==> src/rtl/uart_interrupt_transfer_engine_core_defines.svh <==
// Assertion macros shared by the RTL.
`ifndef UART_INTERRUPT_TRANSFER_ENGINE_CORE_DEFINES_SVH
`define UART_INTERRUPT_TRANSFER_ENGINE_CORE_DEFINES_SVH

`ifndef SYNTH
// Clocked check, disabled while reset is asserted (active low reset).
`define UITE_ASSERT(name, clk, rstn, prop) \
    name: assert property (@(posedge clk) disable iff (!(rstn)) (prop)) \
        else $error("uite assertion failed");
// Clocked check that also holds during reset.
`define UITE_ASSERT_ALWAYS(name, clk, prop) \
    name: assert property (@(posedge clk) (prop)) \
        else $error("uite assertion failed");
`else
`define UITE_ASSERT(name, clk, rstn, prop)
`define UITE_ASSERT_ALWAYS(name, clk, prop)
`endif

`endif

==> src/rtl/uite_pkg.sv <==
`timescale 1ns / 1ps
package uite_pkg;

    localparam int CNT_W  = 13;
    localparam int IDX_W  = 12;
    localparam int LEN_W  = 13;
    localparam int EN_W   = 6;
    localparam int FLAG_W = 7;
    localparam int ICR_W  = 6;

    typedef enum logic [2:0] {
        OP_START_TX = 3'd0,
        OP_START_RX = 3'd1,
        OP_EVENT    = 3'd2,
        OP_KILL_TX  = 3'd3,
        OP_KILL_RX  = 3'd4,
        OP_CLEAR    = 3'd5
    } op_t;

    typedef enum logic [1:0] {
        PH_READY    = 2'd0,
        PH_ONGOING  = 2'd1,
        PH_COMPLETE = 2'd2,
        PH_ABORTED  = 2'd3
    } phase_t;

    typedef enum logic [1:0] {
        ST_OK      = 2'd0,
        ST_BUSY    = 2'd1,
        ST_BAD_LEN = 2'd2
    } ret_code_t;

    // enable bit positions
    localparam int EN_TE     = 0;
    localparam int EN_RE     = 1;
    localparam int EN_TXEIE  = 2;
    localparam int EN_TCIE   = 3;
    localparam int EN_RXNEIE = 4;
    localparam int EN_IDLEIE = 5;

    // event bit positions
    localparam int EV_TXE  = 0;
    localparam int EV_TC   = 1;
    localparam int EV_RXNE = 2;
    localparam int EV_IDLE = 3;
    localparam int EV_ORE  = 4;
    localparam int EV_PE   = 5;
    localparam int EV_NF   = 6;
    localparam int EV_FE   = 7;

    // interrupt clear bit positions
    localparam int ICR_TC   = 0;
    localparam int ICR_IDLE = 1;
    localparam int ICR_ORE  = 2;
    localparam int ICR_NF   = 3;
    localparam int ICR_FE   = 4;
    localparam int ICR_PE   = 5;

    // runtime flag bit positions
    localparam int FL_TX_DONE = 0;
    localparam int FL_RX_DONE = 1;
    localparam int FL_IDLE_AB = 2;
    localparam int FL_ORE     = 3;
    localparam int FL_PE      = 4;
    localparam int FL_NF      = 5;
    localparam int FL_FE      = 6;

endpackage

==> src/rtl/uart_interrupt_transfer_engine_core.sv <==
`timescale 1ns / 1ps
// Interrupt-driven UART transfer sequencer. Each input word is either a
// command (start/kill transmit or receive, clear runtime flags) or one serial
// event snapshot, and each produces exactly one result word that reports the
// transmit-register load or receive-buffer store to perform, the interrupt
// flags to clear, the control enables, both transfer phases, the latched
// runtime flags and an optional wakeup pulse. Throughput is one word per
// clock; the result is registered in a single output register in the cycle
// after the input word is taken. The input side stalls only while that register
// holds a word the downstream side has not taken. The wakeup_attached bit is
// written through the cfg port and should only change while no word is in
// flight.
`include "uart_interrupt_transfer_engine_core_defines.svh"

module uart_interrupt_transfer_engine_core
    import uite_pkg::*;
#(
    parameter int MAX_LEN = 4096
) (
    input  logic        aclk,
    input  logic        aresetn,
    // configuration write: cfg_data[0] = wakeup_attached
    input  logic        cfg_valid,
    output logic        cfg_ready,
    input  logic        cfg_data,
    // input words
    input  logic        s_tvalid,
    output logic        s_tready,
    // [12:0] length, [20:13] event_flags, [28:21] rx_byte, [35:29] clear_mask
    input  logic [39:0] s_tdata,
    // [2:0] opcode
    input  logic [2:0]  s_tuser,
    // result words
    output logic        m_tvalid,
    input  logic        m_tready,
    // [1:0] status_code, [2] tdr_load, [3] rx_store, [15:4] buffer_index,
    // [23:16] rx_data, [29:24] icr_clear, [35:30] control_bits,
    // [37:36] tx_phase, [39:38] rx_phase, [46:40] runtime_flags, [47] wakeup
    output logic [47:0] m_tdata
);

    // length limit, held in 17 bits (MAX_LEN is truncated to that width)
    localparam logic [16:0] LEN_MAX = 17'(MAX_LEN);

    // architectural state
    phase_t              tx_state_reg, tx_state_next;
    logic [CNT_W-1:0]    tx_idx_reg, tx_idx_next;
    logic [CNT_W-1:0]    tx_left_reg, tx_left_next;
    phase_t              rx_state_reg, rx_state_next;
    logic [CNT_W-1:0]    rx_idx_reg, rx_idx_next;
    logic [CNT_W-1:0]    rx_left_reg, rx_left_next;
    logic [EN_W-1:0]     en_reg, en_next;
    logic [FLAG_W-1:0]   flag_reg, flag_next;
    logic                wake_att_reg;

    // output register
    logic                m_valid_reg, m_valid_next;
    logic [47:0]         m_data_reg, m_data_next;

    // per-word result fields
    ret_code_t           status_c;
    logic                tdr_c, sto_c, wake_c;
    logic [IDX_W-1:0]    idx_c;
    logic [7:0]          rdat_c;
    logic [ICR_W-1:0]    icr_c;

    // unpacked input word
    op_t                 op_in;
    logic [LEN_W-1:0]    len_in;
    logic [7:0]          ev_in;
    logic [7:0]          rxb_in;
    logic [FLAG_W-1:0]   cmask_in;
    logic                len_bad;
    logic                s_accept;

    assign op_in    = op_t'(s_tuser);
    assign len_in   = s_tdata[12:0];
    assign ev_in    = s_tdata[20:13];
    assign rxb_in   = s_tdata[28:21];
    assign cmask_in = s_tdata[35:29];

    assign len_bad  = (len_in == '0) || ({4'd0, len_in} > LEN_MAX);

    // take a new word whenever the output register is free or draining
    assign s_tready  = !m_valid_reg || m_tready;
    assign s_accept  = s_tvalid && s_tready;
    assign cfg_ready = 1'b1;
    assign m_tvalid  = m_valid_reg;
    assign m_tdata   = m_data_reg;

    // Next state: apply one command or event to the transfer state.
    always_comb begin
        logic [EN_W-1:0] cache;
        logic            txe, tc, rxne, idle, idx_set;

        tx_state_next = tx_state_reg;
        tx_idx_next   = tx_idx_reg;
        tx_left_next  = tx_left_reg;
        rx_state_next = rx_state_reg;
        rx_idx_next   = rx_idx_reg;
        rx_left_next  = rx_left_reg;
        en_next       = en_reg;
        flag_next     = flag_reg;
        status_c      = ST_OK;
        tdr_c         = 1'b0;
        sto_c         = 1'b0;
        wake_c        = 1'b0;
        idx_c         = '0;
        rdat_c        = '0;
        icr_c         = '0;
        idx_set       = 1'b0;
        cache         = en_reg;
        txe           = ev_in[EV_TXE];
        tc            = ev_in[EV_TC];
        rxne          = ev_in[EV_RXNE];
        idle          = ev_in[EV_IDLE];

        unique case (op_in)
            OP_START_TX: begin
                if (len_bad) begin
                    status_c = ST_BAD_LEN;
                end else if (tx_state_reg == PH_ONGOING) begin
                    status_c = ST_BUSY;
                end else begin
                    // byte 0 goes out at once
                    tdr_c              = 1'b1;
                    tx_idx_next        = CNT_W'(1);
                    tx_left_next       = len_in - LEN_W'(1);
                    tx_state_next      = PH_ONGOING;
                    en_next[EN_TE]     = 1'b1;
                    en_next[EN_TXEIE]  = 1'b1;
                end
            end
            OP_START_RX: begin
                if (len_bad) begin
                    status_c = ST_BAD_LEN;
                end else if (rx_state_reg == PH_ONGOING ||
                             rx_state_reg == PH_ABORTED) begin
                    status_c = ST_BUSY;
                end else begin
                    rx_idx_next        = '0;
                    rx_left_next       = len_in;
                    rx_state_next      = PH_ONGOING;
                    en_next[EN_RE]     = 1'b1;
                    en_next[EN_RXNEIE] = 1'b1;
                end
            end
            OP_EVENT: begin
                // transmit handlers, gated by the enables at entry
                if ((txe || tc) && (cache[EN_TXEIE] || cache[EN_TCIE])) begin
                    if (tx_state_next == PH_READY) begin
                        icr_c[ICR_TC]     = 1'b1;
                        en_next[EN_TCIE]  = 1'b0;
                        en_next[EN_TXEIE] = 1'b0;
                    end
                    if (txe && tx_state_next == PH_ONGOING) begin
                        if (tx_left_reg != '0) begin
                            en_next[EN_TCIE] = 1'b0;
                            tdr_c            = 1'b1;
                            idx_c            = tx_idx_reg[IDX_W-1:0];
                            idx_set          = 1'b1;
                            tx_idx_next      = tx_idx_reg + CNT_W'(1);
                            tx_left_next     = tx_left_reg - CNT_W'(1);
                        end else begin
                            // last byte gone: wait for TC
                            en_next[EN_TXEIE] = 1'b0;
                            en_next[EN_TCIE]  = 1'b1;
                            tx_state_next     = PH_COMPLETE;
                        end
                    end
                    if (tc && tx_state_next == PH_COMPLETE) begin
                        icr_c[ICR_TC]         = 1'b1;
                        en_next[EN_TCIE]      = 1'b0;
                        en_next[EN_TXEIE]     = 1'b0;
                        flag_next[FL_TX_DONE] = 1'b1;
                        wake_c                = wake_att_reg;
                    end
                end
                // receive handlers
                if (rxne || idle) begin
                    if (rxne && cache[EN_RXNEIE] && rx_state_next == PH_ONGOING) begin
                        en_next[EN_IDLEIE] = 1'b1;
                        icr_c[ICR_IDLE]    = 1'b1;
                        sto_c              = 1'b1;
                        rdat_c             = rxb_in;
                        if (!idx_set) begin
                            idx_c = rx_idx_reg[IDX_W-1:0];
                        end
                        rx_idx_next  = rx_idx_reg + CNT_W'(1);
                        rx_left_next = rx_left_reg - CNT_W'(1);
                        if (rx_left_next == '0) begin
                            en_next[EN_RE]        = 1'b0;
                            en_next[EN_IDLEIE]    = 1'b0;
                            rx_state_next         = PH_COMPLETE;
                            flag_next[FL_RX_DONE] = 1'b1;
                        end
                    end
                    if (idle && cache[EN_IDLEIE] && rx_state_next == PH_ONGOING) begin
                        // line went idle mid-transfer: abort
                        en_next[EN_RE]        = 1'b0;
                        en_next[EN_IDLEIE]    = 1'b0;
                        icr_c[ICR_IDLE]       = 1'b1;
                        rx_state_next         = PH_ABORTED;
                        flag_next[FL_IDLE_AB] = 1'b1;
                    end
                    if ((rx_state_next == PH_ABORTED || rx_state_next == PH_COMPLETE)
                        && wake_att_reg) begin
                        rx_state_next = PH_COMPLETE;
                        wake_c        = 1'b1;
                    end
                end
                // error flags: clear in the peripheral, latch densely
                if (ev_in[EV_ORE]) begin
                    icr_c[ICR_ORE]    = 1'b1;
                    flag_next[FL_ORE] = 1'b1;
                end
                if (ev_in[EV_PE]) begin
                    icr_c[ICR_PE]    = 1'b1;
                    flag_next[FL_PE] = 1'b1;
                end
                if (ev_in[EV_NF]) begin
                    icr_c[ICR_NF]    = 1'b1;
                    flag_next[FL_NF] = 1'b1;
                end
                if (ev_in[EV_FE]) begin
                    icr_c[ICR_FE]    = 1'b1;
                    flag_next[FL_FE] = 1'b1;
                end
            end
            OP_KILL_TX: begin
                en_next[EN_TCIE]  = 1'b0;
                en_next[EN_TXEIE] = 1'b0;
                tx_state_next     = PH_READY;
                tx_idx_next       = '0;
                tx_left_next      = '0;
            end
            OP_KILL_RX: begin
                en_next[EN_RXNEIE] = 1'b0;
                rx_state_next      = PH_READY;
                rx_idx_next        = '0;
                rx_left_next       = '0;
            end
            OP_CLEAR: begin
                flag_next = flag_reg & ~cmask_in;
            end
            default: begin
                // unused opcodes: no effect, status ok
            end
        endcase
    end

    // Output word: load on accept, drop once taken downstream.
    always_comb begin
        m_valid_next = m_valid_reg;
        m_data_next  = m_data_reg;
        if (s_accept) begin
            m_valid_next = 1'b1;
            m_data_next  = {wake_c, flag_next, rx_state_next, tx_state_next, en_next,
                            icr_c, rdat_c, idx_c, sto_c, tdr_c, status_c};
        end else if (m_tready) begin
            m_valid_next = 1'b0;
        end
    end

    always_ff @(posedge aclk) begin
        if (!aresetn) begin
            tx_state_reg <= PH_READY;
            tx_idx_reg   <= '0;
            tx_left_reg  <= '0;
            rx_state_reg <= PH_READY;
            rx_idx_reg   <= '0;
            rx_left_reg  <= '0;
            en_reg       <= '0;
            flag_reg     <= '0;
            wake_att_reg <= 1'b0;
            m_valid_reg  <= 1'b0;
        end else begin
            if (cfg_valid && cfg_ready) begin
                wake_att_reg <= cfg_data;
            end
            if (s_accept) begin
                tx_state_reg <= tx_state_next;
                tx_idx_reg   <= tx_idx_next;
                tx_left_reg  <= tx_left_next;
                rx_state_reg <= rx_state_next;
                rx_idx_reg   <= rx_idx_next;
                rx_left_reg  <= rx_left_next;
                en_reg       <= en_next;
                flag_reg     <= flag_next;
            end
            m_valid_reg <= m_valid_next;
        end
    end

    // payload needs no reset
    always_ff @(posedge aclk) begin
        m_data_reg <= m_data_next;
    end

    // wakeup is only raised with a wakeup attached
    `UITE_ASSERT(a_wake_att, aclk, aresetn, (s_accept && wake_c) |-> wake_att_reg)
    // an ongoing transfer keeps its direction enabled
    `UITE_ASSERT(a_tx_te, aclk, aresetn, (tx_state_reg == PH_ONGOING) |-> en_reg[EN_TE])
    `UITE_ASSERT(a_rx_re, aclk, aresetn, (rx_state_reg == PH_ONGOING) |-> en_reg[EN_RE])
    // every accepted word shows up in the output register
    `UITE_ASSERT(a_accept_out, aclk, aresetn, s_accept |=> m_valid_reg)

endmodule
==> config.mk <==
export PLATFORM = sky130hd
export DESIGN_NAME = uart_interrupt_transfer_engine_core
export DESIGN_NICKNAME = d
export VERILOG_FILES = /design/src/rtl/uite_pkg.sv /design/src/rtl/uart_interrupt_transfer_engine_core.sv
export VERILOG_INCLUDE_DIRS = /design/src /design/src/rtl
export SDC_FILE = /design/constraint.sdc
export NUM_CORES = 1
export LEC_CHECK = 0
export ABC_AREA = 0
export BUFFER_PORTS_ARGS = -buffer_cell sky130_fd_sc_hd__buf_2
export CAP_MARGIN = 20
export CORE_MARGIN = 1.5
export CORE_UTILIZATION = 55
export CTS_CLUSTER_DIAMETER = 30
export CTS_CLUSTER_SIZE = 8
export DETAILED_ROUTE_END_ITERATION = 16
export PLACE_DENSITY = 0.85
export SETUP_SLACK_MARGIN = 0.15
export SLEW_MARGIN = 5
export SYNTH_ARGS = -nofsm -noshare
export SYNTH_HDL_FRONTEND = slang
export SYNTH_SLANG_ARGS = --single-unit
==> constraint.sdc <==
create_clock -name aclk -period 5.1 [get_ports aclk]
set_clock_uncertainty 0.1 [all_clocks]
set_input_delay 0.51 -clock aclk [delete_from_list [all_inputs] [get_ports aclk]]
set_output_delay 0.51 -clock aclk [all_outputs]
set_load 0.05 [all_outputs]
==> qor.yml, run 1 <==
routedWlPerCell_microns: 18.2
vias_per_cell: 6.46
crit_type: "register to register"
rsz0062_at_grt: "false"
die_w_microns: 109
yosysWarnings: 0
hpwl_mm: 11.2
num_rows: 38
drive_gt1_share_pct: 19.2
gp_congestion: 0.929
cts_tree: "yes"
yosysSeqAreaShare_pct: 45.6
ant_nets: 0
dieHeight_microns: 109
hold_path.class: "input port to register"
grt_first_pass_wirelength_mm: 27.3
routed_wirelength_mm: 16.9
final.setup.tns_ns: 0
async_reset_ff_share_pct: 0
multi_input_area_sq_um: 3150
status: "complete, no violations"
final-max-slew-violation-count: 0
nets: 826
critical_path.max_stage_delay_ns: 0.65
largest_reg_flops: 48
clk_latency_ns: 0.53
io_pins: 100
num_vias: 5972
worstMarginPinSlew_ns: 0.896
areaGrowthSynthToFinish_pct: 17.8
antenna_found_initial: 0
netlist_instances: 696
max_freq_mhz: 300
drt_iter0_markers: 596
cp.arrival_ns: 3.70
yosysTopAreaCellShare_pct: 23.3
syn_nets: 750
cts_root_buf: "clkbuf_8"
endpoint_kind: "register"
layout_setup_ws_ns: 1.76
grt_use_total_pct: 29.5
first_pass_iters: 5
avgSynthCellArea_sq_um: 8.90
ir_drop_uv: 253
cts.path.max_buffers: 2
synth-edff-count: 48
cp-start-kind: "register"
coreArea_sq_um: 10900
clkTransAtPathRegs_ns: 0.06
cts.hold.buffers_added: 0
port_buffers: 94
grt_start_max_net_pins: 37
fin_crit_sh_pct: 65.4
crit_path_max_fanout: 26
start_util_pct: 56.9
cts_resized: 0
crit_family: "simple AND/OR/NAND/NOR gates"
postCtsSetupBuffers: 0
cts_buffers: 17
postPlaceCellArea_sq_um: 6730
first_global_vias: 5566
slew_headroom_pct: 40.2
seqCellArea_sq_um: 2820
clock_sink_count: 117
ys_ff_latch: 117
grt-ovfl-total: 0
cp.required_ns: 5.46
synth_area_leaders: "edfxtp_1 (23%), dfxtp_1 (22%), a21oi_1 (5.1%)"
final_area_sq_um: 7300
slowest_stage: "inv_2"
drc: 0
crit_chain: "nand2b_1 > nand2_1 > inv_2 > o21ai_0 > a21o_1 > or4_1 > a21oi_1"
setup_violations: 0
die_area_sq_um: 11900
fill_cells: 842
hold_viol: 0
p_per_area_nw_per_um2: 342
num_antenna_cells: 0
cellLeakagePower_nw: 2.78
htreeDepth: 4
synth_flop_cell: "dfxtp_1"
post-place-ws_ns: 1.37
path_buf_inv: 1
ys_types: 62
min_period_ns: 3.34
maxCapViolCount: 0
synth_largest_area_cell: "edfxtp_1"
syn_area_sq_um: 6190
## worst min-delay path, cell delays in order
cell and delay, ns:
buf_2 0.07, mux2i_1 0.06, nor2_1 0.08
## path summary, 6_finish.rpt
kind / to / slack, ns / start / cells past startpoint
min: wake_att_reg / 0.13 / cfg_data / 3
max reg2reg: rx_idx_reg[5] / 1.76 / m_tvalid / 7
max: rx_idx_reg[5] / 1.76 / m_tvalid / 7
min reg2reg: flag_reg[3] / 0.36 / flag_reg[3] / 2
## logic make-up (layout without fill, tap and decap cells)
family                   count (synthesis)  count (layout)  synth area share (%)
AND/OR/NAND/NOR                        270             270                  22.3
flip-flops                             117             117                  45.6
adder cells (fa/ha/maj)                  5               5                  1.01
buffers and inverters                   60             149                  3.88
XOR/XNOR                                29              29                  4.10
multiplexers                            10              10                  1.66
AO/OA/AOI/OAI                          204             204                  21.4
other                                    1               1                0.0606
## layout make-up
type / count / area share [%]
Clock inverter: 12 / 1.80
Timing Repair Buffer: 102 / 7.27
Inverter: 15 / 0.772
Clock buffer: 20 / 5.97
Sequential cell: 117 / 38.7
Tap cell: 140 / 2.40
Multi-Input combinational cell: 519 / 43.1
## synth_stat cells (all sizes together) (5+ instances only)
cell     n
o21a     7
inv     15
o21ai   40
dfxtp   69
nor2b    6
nor2    50
or4     17
a21o     7
nor4    10
a211oi  11
ha       5
buf      9
clkbuf  36
nand2   71
xor2     8
o211ai   9
o221a    5
and3    13
nand3   29
edfxtp  48
a21oi   63
o31ai   16
a221oi   5
xnor2   21
nor3    29
nand4    8
o22ai    6
and2     8
mux2i    8
or3      7
nand2b   8
## routing by layer
metal  track usage [%]  up-vias  part of all wire [%]
met5                 0        -                     0
met4              14.8        0                   3.7
met3              7.05       65                   9.3
met2              47.5      363                    47
met1              37.0     2782                    40
li1                  -     2762                     -
## per-stage QoR
stage	total power, mW	utilization (%)	hold slack (ns)	cells
floorplan	1.28	-	0.332	696
global placement	1.36	61.8	0.342	893
detailed placement	1.37	61.8	0.349	893
CTS	2.49	67.0	0.126	925
global route	2.57	67.0	0.154	925
finish	2.49	67.0	0.130	925
## report_power, final
part	internal, mW	switching [mW]	leakage [nW]
clock network	0.706	0.430	0.267
registers	1.01	0.0234	1.04
logic	0.0956	0.232	1.47
total	1.81	0.686	2.78
## cell usage in the layout, fill, tap and decap left out, types with 17 or more instances in the layout
master / count
buf_2: 94
or4_1: 17
a21oi_1: 63
edfxtp_1: 48
nor3_1: 28
xnor2_1: 21
nand3_1: 29
nor2_1: 50
nand2_1: 71
dfxtp_1: 69
o21ai_0: 27
(Power assumes the default switching activity.)
==> run 2, diff against run 1 <==
==> constraint.sdc (replaced) <==
create_clock -name aclk -period 3.2 [get_ports aclk]
set_clock_uncertainty 0.1 [all_clocks]
set_input_delay 0.32 -clock aclk [delete_from_list [all_inputs] [get_ports aclk]]
set_output_delay 0.32 -clock aclk [all_outputs]
set_load 0.05 [all_outputs]
==> run 2 against run 1 <==
  * Largest cell class unchanged
  * Highest routed layer unchanged
  * Worst setup slack got worse by 1.5 ns
  * Register-to-register slack got worse by 1.5 ns
  * Core utilization up 2.2 points
  * Sequential share of layout area shrank 1.2 points
  * Sequential cell count unchanged
  * Power increased by 62%
==> qor.yml, run 2 (synthesis gave the netlist of run 1 again) <==
internal_power_mw: 2.97
areaGrowthSynthToFinish_pct: 21.6
final.setup.tns_ns: 0
p_comb_share_pct: 13.5
ant_nets: 0
cp-start-kind: "register"
slew_headroom_pct: 53.5
cts_buffers: 17
cp.required_ns: 3.37
crit_type: "register to register"
fin_crit_sh_pct: 90.9
layout_common_cells: "buf_2 (94), nand2_1 (71), dfxtp_1 (68)"
final-max-slew-violation-count: 0
num_vias: 5935
drive_gt1_share_pct: 20.5
clkPwrFrac_pct: 45.7
switching_share_pct: 26.3
cts.path.max_buffers: 2
gp_congestion: 0.888
port_buffers: 94
clk_latency_ns: 0.52
layout_commonest_cell: "buf_2"
hpwl_mm: 11.6
first_pass_iters: 6
die_area_sq_um: 11900
cellLeakagePower_nw: 2.92
grt_first_pass_wirelength_mm: 27.0
fin_util_pct: 69.2
cts_tree: "yes"
vias_per_cell: 6.25
grt_start_max_net_pins: 56
hold_path.class: "input port to register"
worstMarginPinSlew_ns: 0.694
endpoint_kind: "register"
coreArea_sq_um: 10900
rsz0062_at_grt: "false"
grt-ovfl-total: 0
drt_iter0_markers: 519
clock_sink_count: 117
num_antenna_cells: 0
die_w_microns: 109
p_per_area_nw_per_um2: 535
p_total_mw: 4.03
nets: 851
antenna_found_initial: 0
num_rows: 38
whs_ns: 0.0122
cp.arrival_ns: 3.08
first_global_vias: 5586
min_period_ns: 2.91
seqPwrFrac_pct: 40.7
drc: 0
routedWlPerCell_microns: 17.9
start_util_pct: 56.9
maxCapViolCount: 0
hold_viol: 0
crit_path_max_fanout: 8
status: "complete, no violations"
ir_drop_uv: 323
cts_root_buf: "clkbuf_8"
io_pins: 100
routed_wirelength_mm: 17.0
largest_reg_flops: 48
dieHeight_microns: 109
grt_use_total_pct: 29.4
setup_violations: 0
clkTransAtPathRegs_ns: 0.05
htreeDepth: 4
netSwitchingPower_mw: 1.06
max_freq_mhz: 344
run 2: cell count changes in the layout (fill, tap and decap cells not counted):
cell	previous run	this run
buf_4	8	23
clkbuf_1	2	3
nor3b_2	1	2
nor3b_1	3	2
dfxtp_2	0	1
clkinv_4	3	2
clkinv_1	0	1
dlygate4sd3_1	0	9
bufinv_16	2	3
clkinvlp_4	4	1
dfxtp_1	69	68
buf_12	0	1
run 2: worst max-delay path, stage by stage, from the launching register on:
cell and delay [ns]:
dfxtp_1 0.36, inv_1 0.13, ha_1 0.18, or4b_2 0.58, nor3_1 0.16, o2111ai_1 0.13, or4b_1 0.58, o31a_1 0.32
nand2b_1 0.13
run 2: metal layers:
metal / vias to the layer above / GRT usage (%) / routed length (microns)
li1: 2805 / - / -
met2: 305 / 49.6 / 8250
met3: 29 / 6.99 / 1350
met4: 0 / 11.2 / 342
met5: - / 0 / 0
met1: 2796 / 36.3 / 7060
run 2: final timing paths:
check,from,to,slack (ns),cells past startpoint
hold reg to reg,flag_reg[6],flag_reg[6],0.35,2
setup / recovery,rx_left_reg[1],m_tdata[38],0.29,8
setup reg to reg,rx_left_reg[1],m_tdata[38],0.29,8
hold / removal,s_tdata[19],m_tdata[27],0.01,2
run 2: power groups by stage:
stage | combinational [mW] | sequential (mW) | clock (mW)
2_1_floorplan | 0.270 | 1.77 | 0
3_3_place_gp | 0.518 | 1.67 | 0
3_5_place_dp | 0.528 | 1.67 | 0
4_1_cts | 0.539 | 1.64 | 1.86
5_1_grt | 0.588 | 1.65 | 1.92
6_report | 0.546 | 1.64 | 1.84
run 2: stage by stage:
stage          instance area (sq um)  setup slack, ns  cells
6_report                        7530            0.292    949
5_1_grt                         7530            0.153    949
4_1_cts                         7510            0.221    947
3_5_place_dp                    6860            0.187    909
3_3_place_gp                    6860            0.274    909
2_1_floorplan                   6200            0.195    696
run 2: cell type report:
type                    instances  area [sq um]
clock buffers                  21           439
clock inverters                10           134
fillers                       841          3360
inverters                      15          56.3
multi-input cells             519          3150
flip-flops and latches        117          2820
well taps                     140           175
repair buffers                127           753
run 2: what timing repair did:
item / CTS / global route
hold buffers: 7 / 2
gates resized for setup: 0 / 2
endpoints found under the setup margin: 0 / 8
setup buffers: 0 / 0
endpoints found under the hold margin: 6 / 2
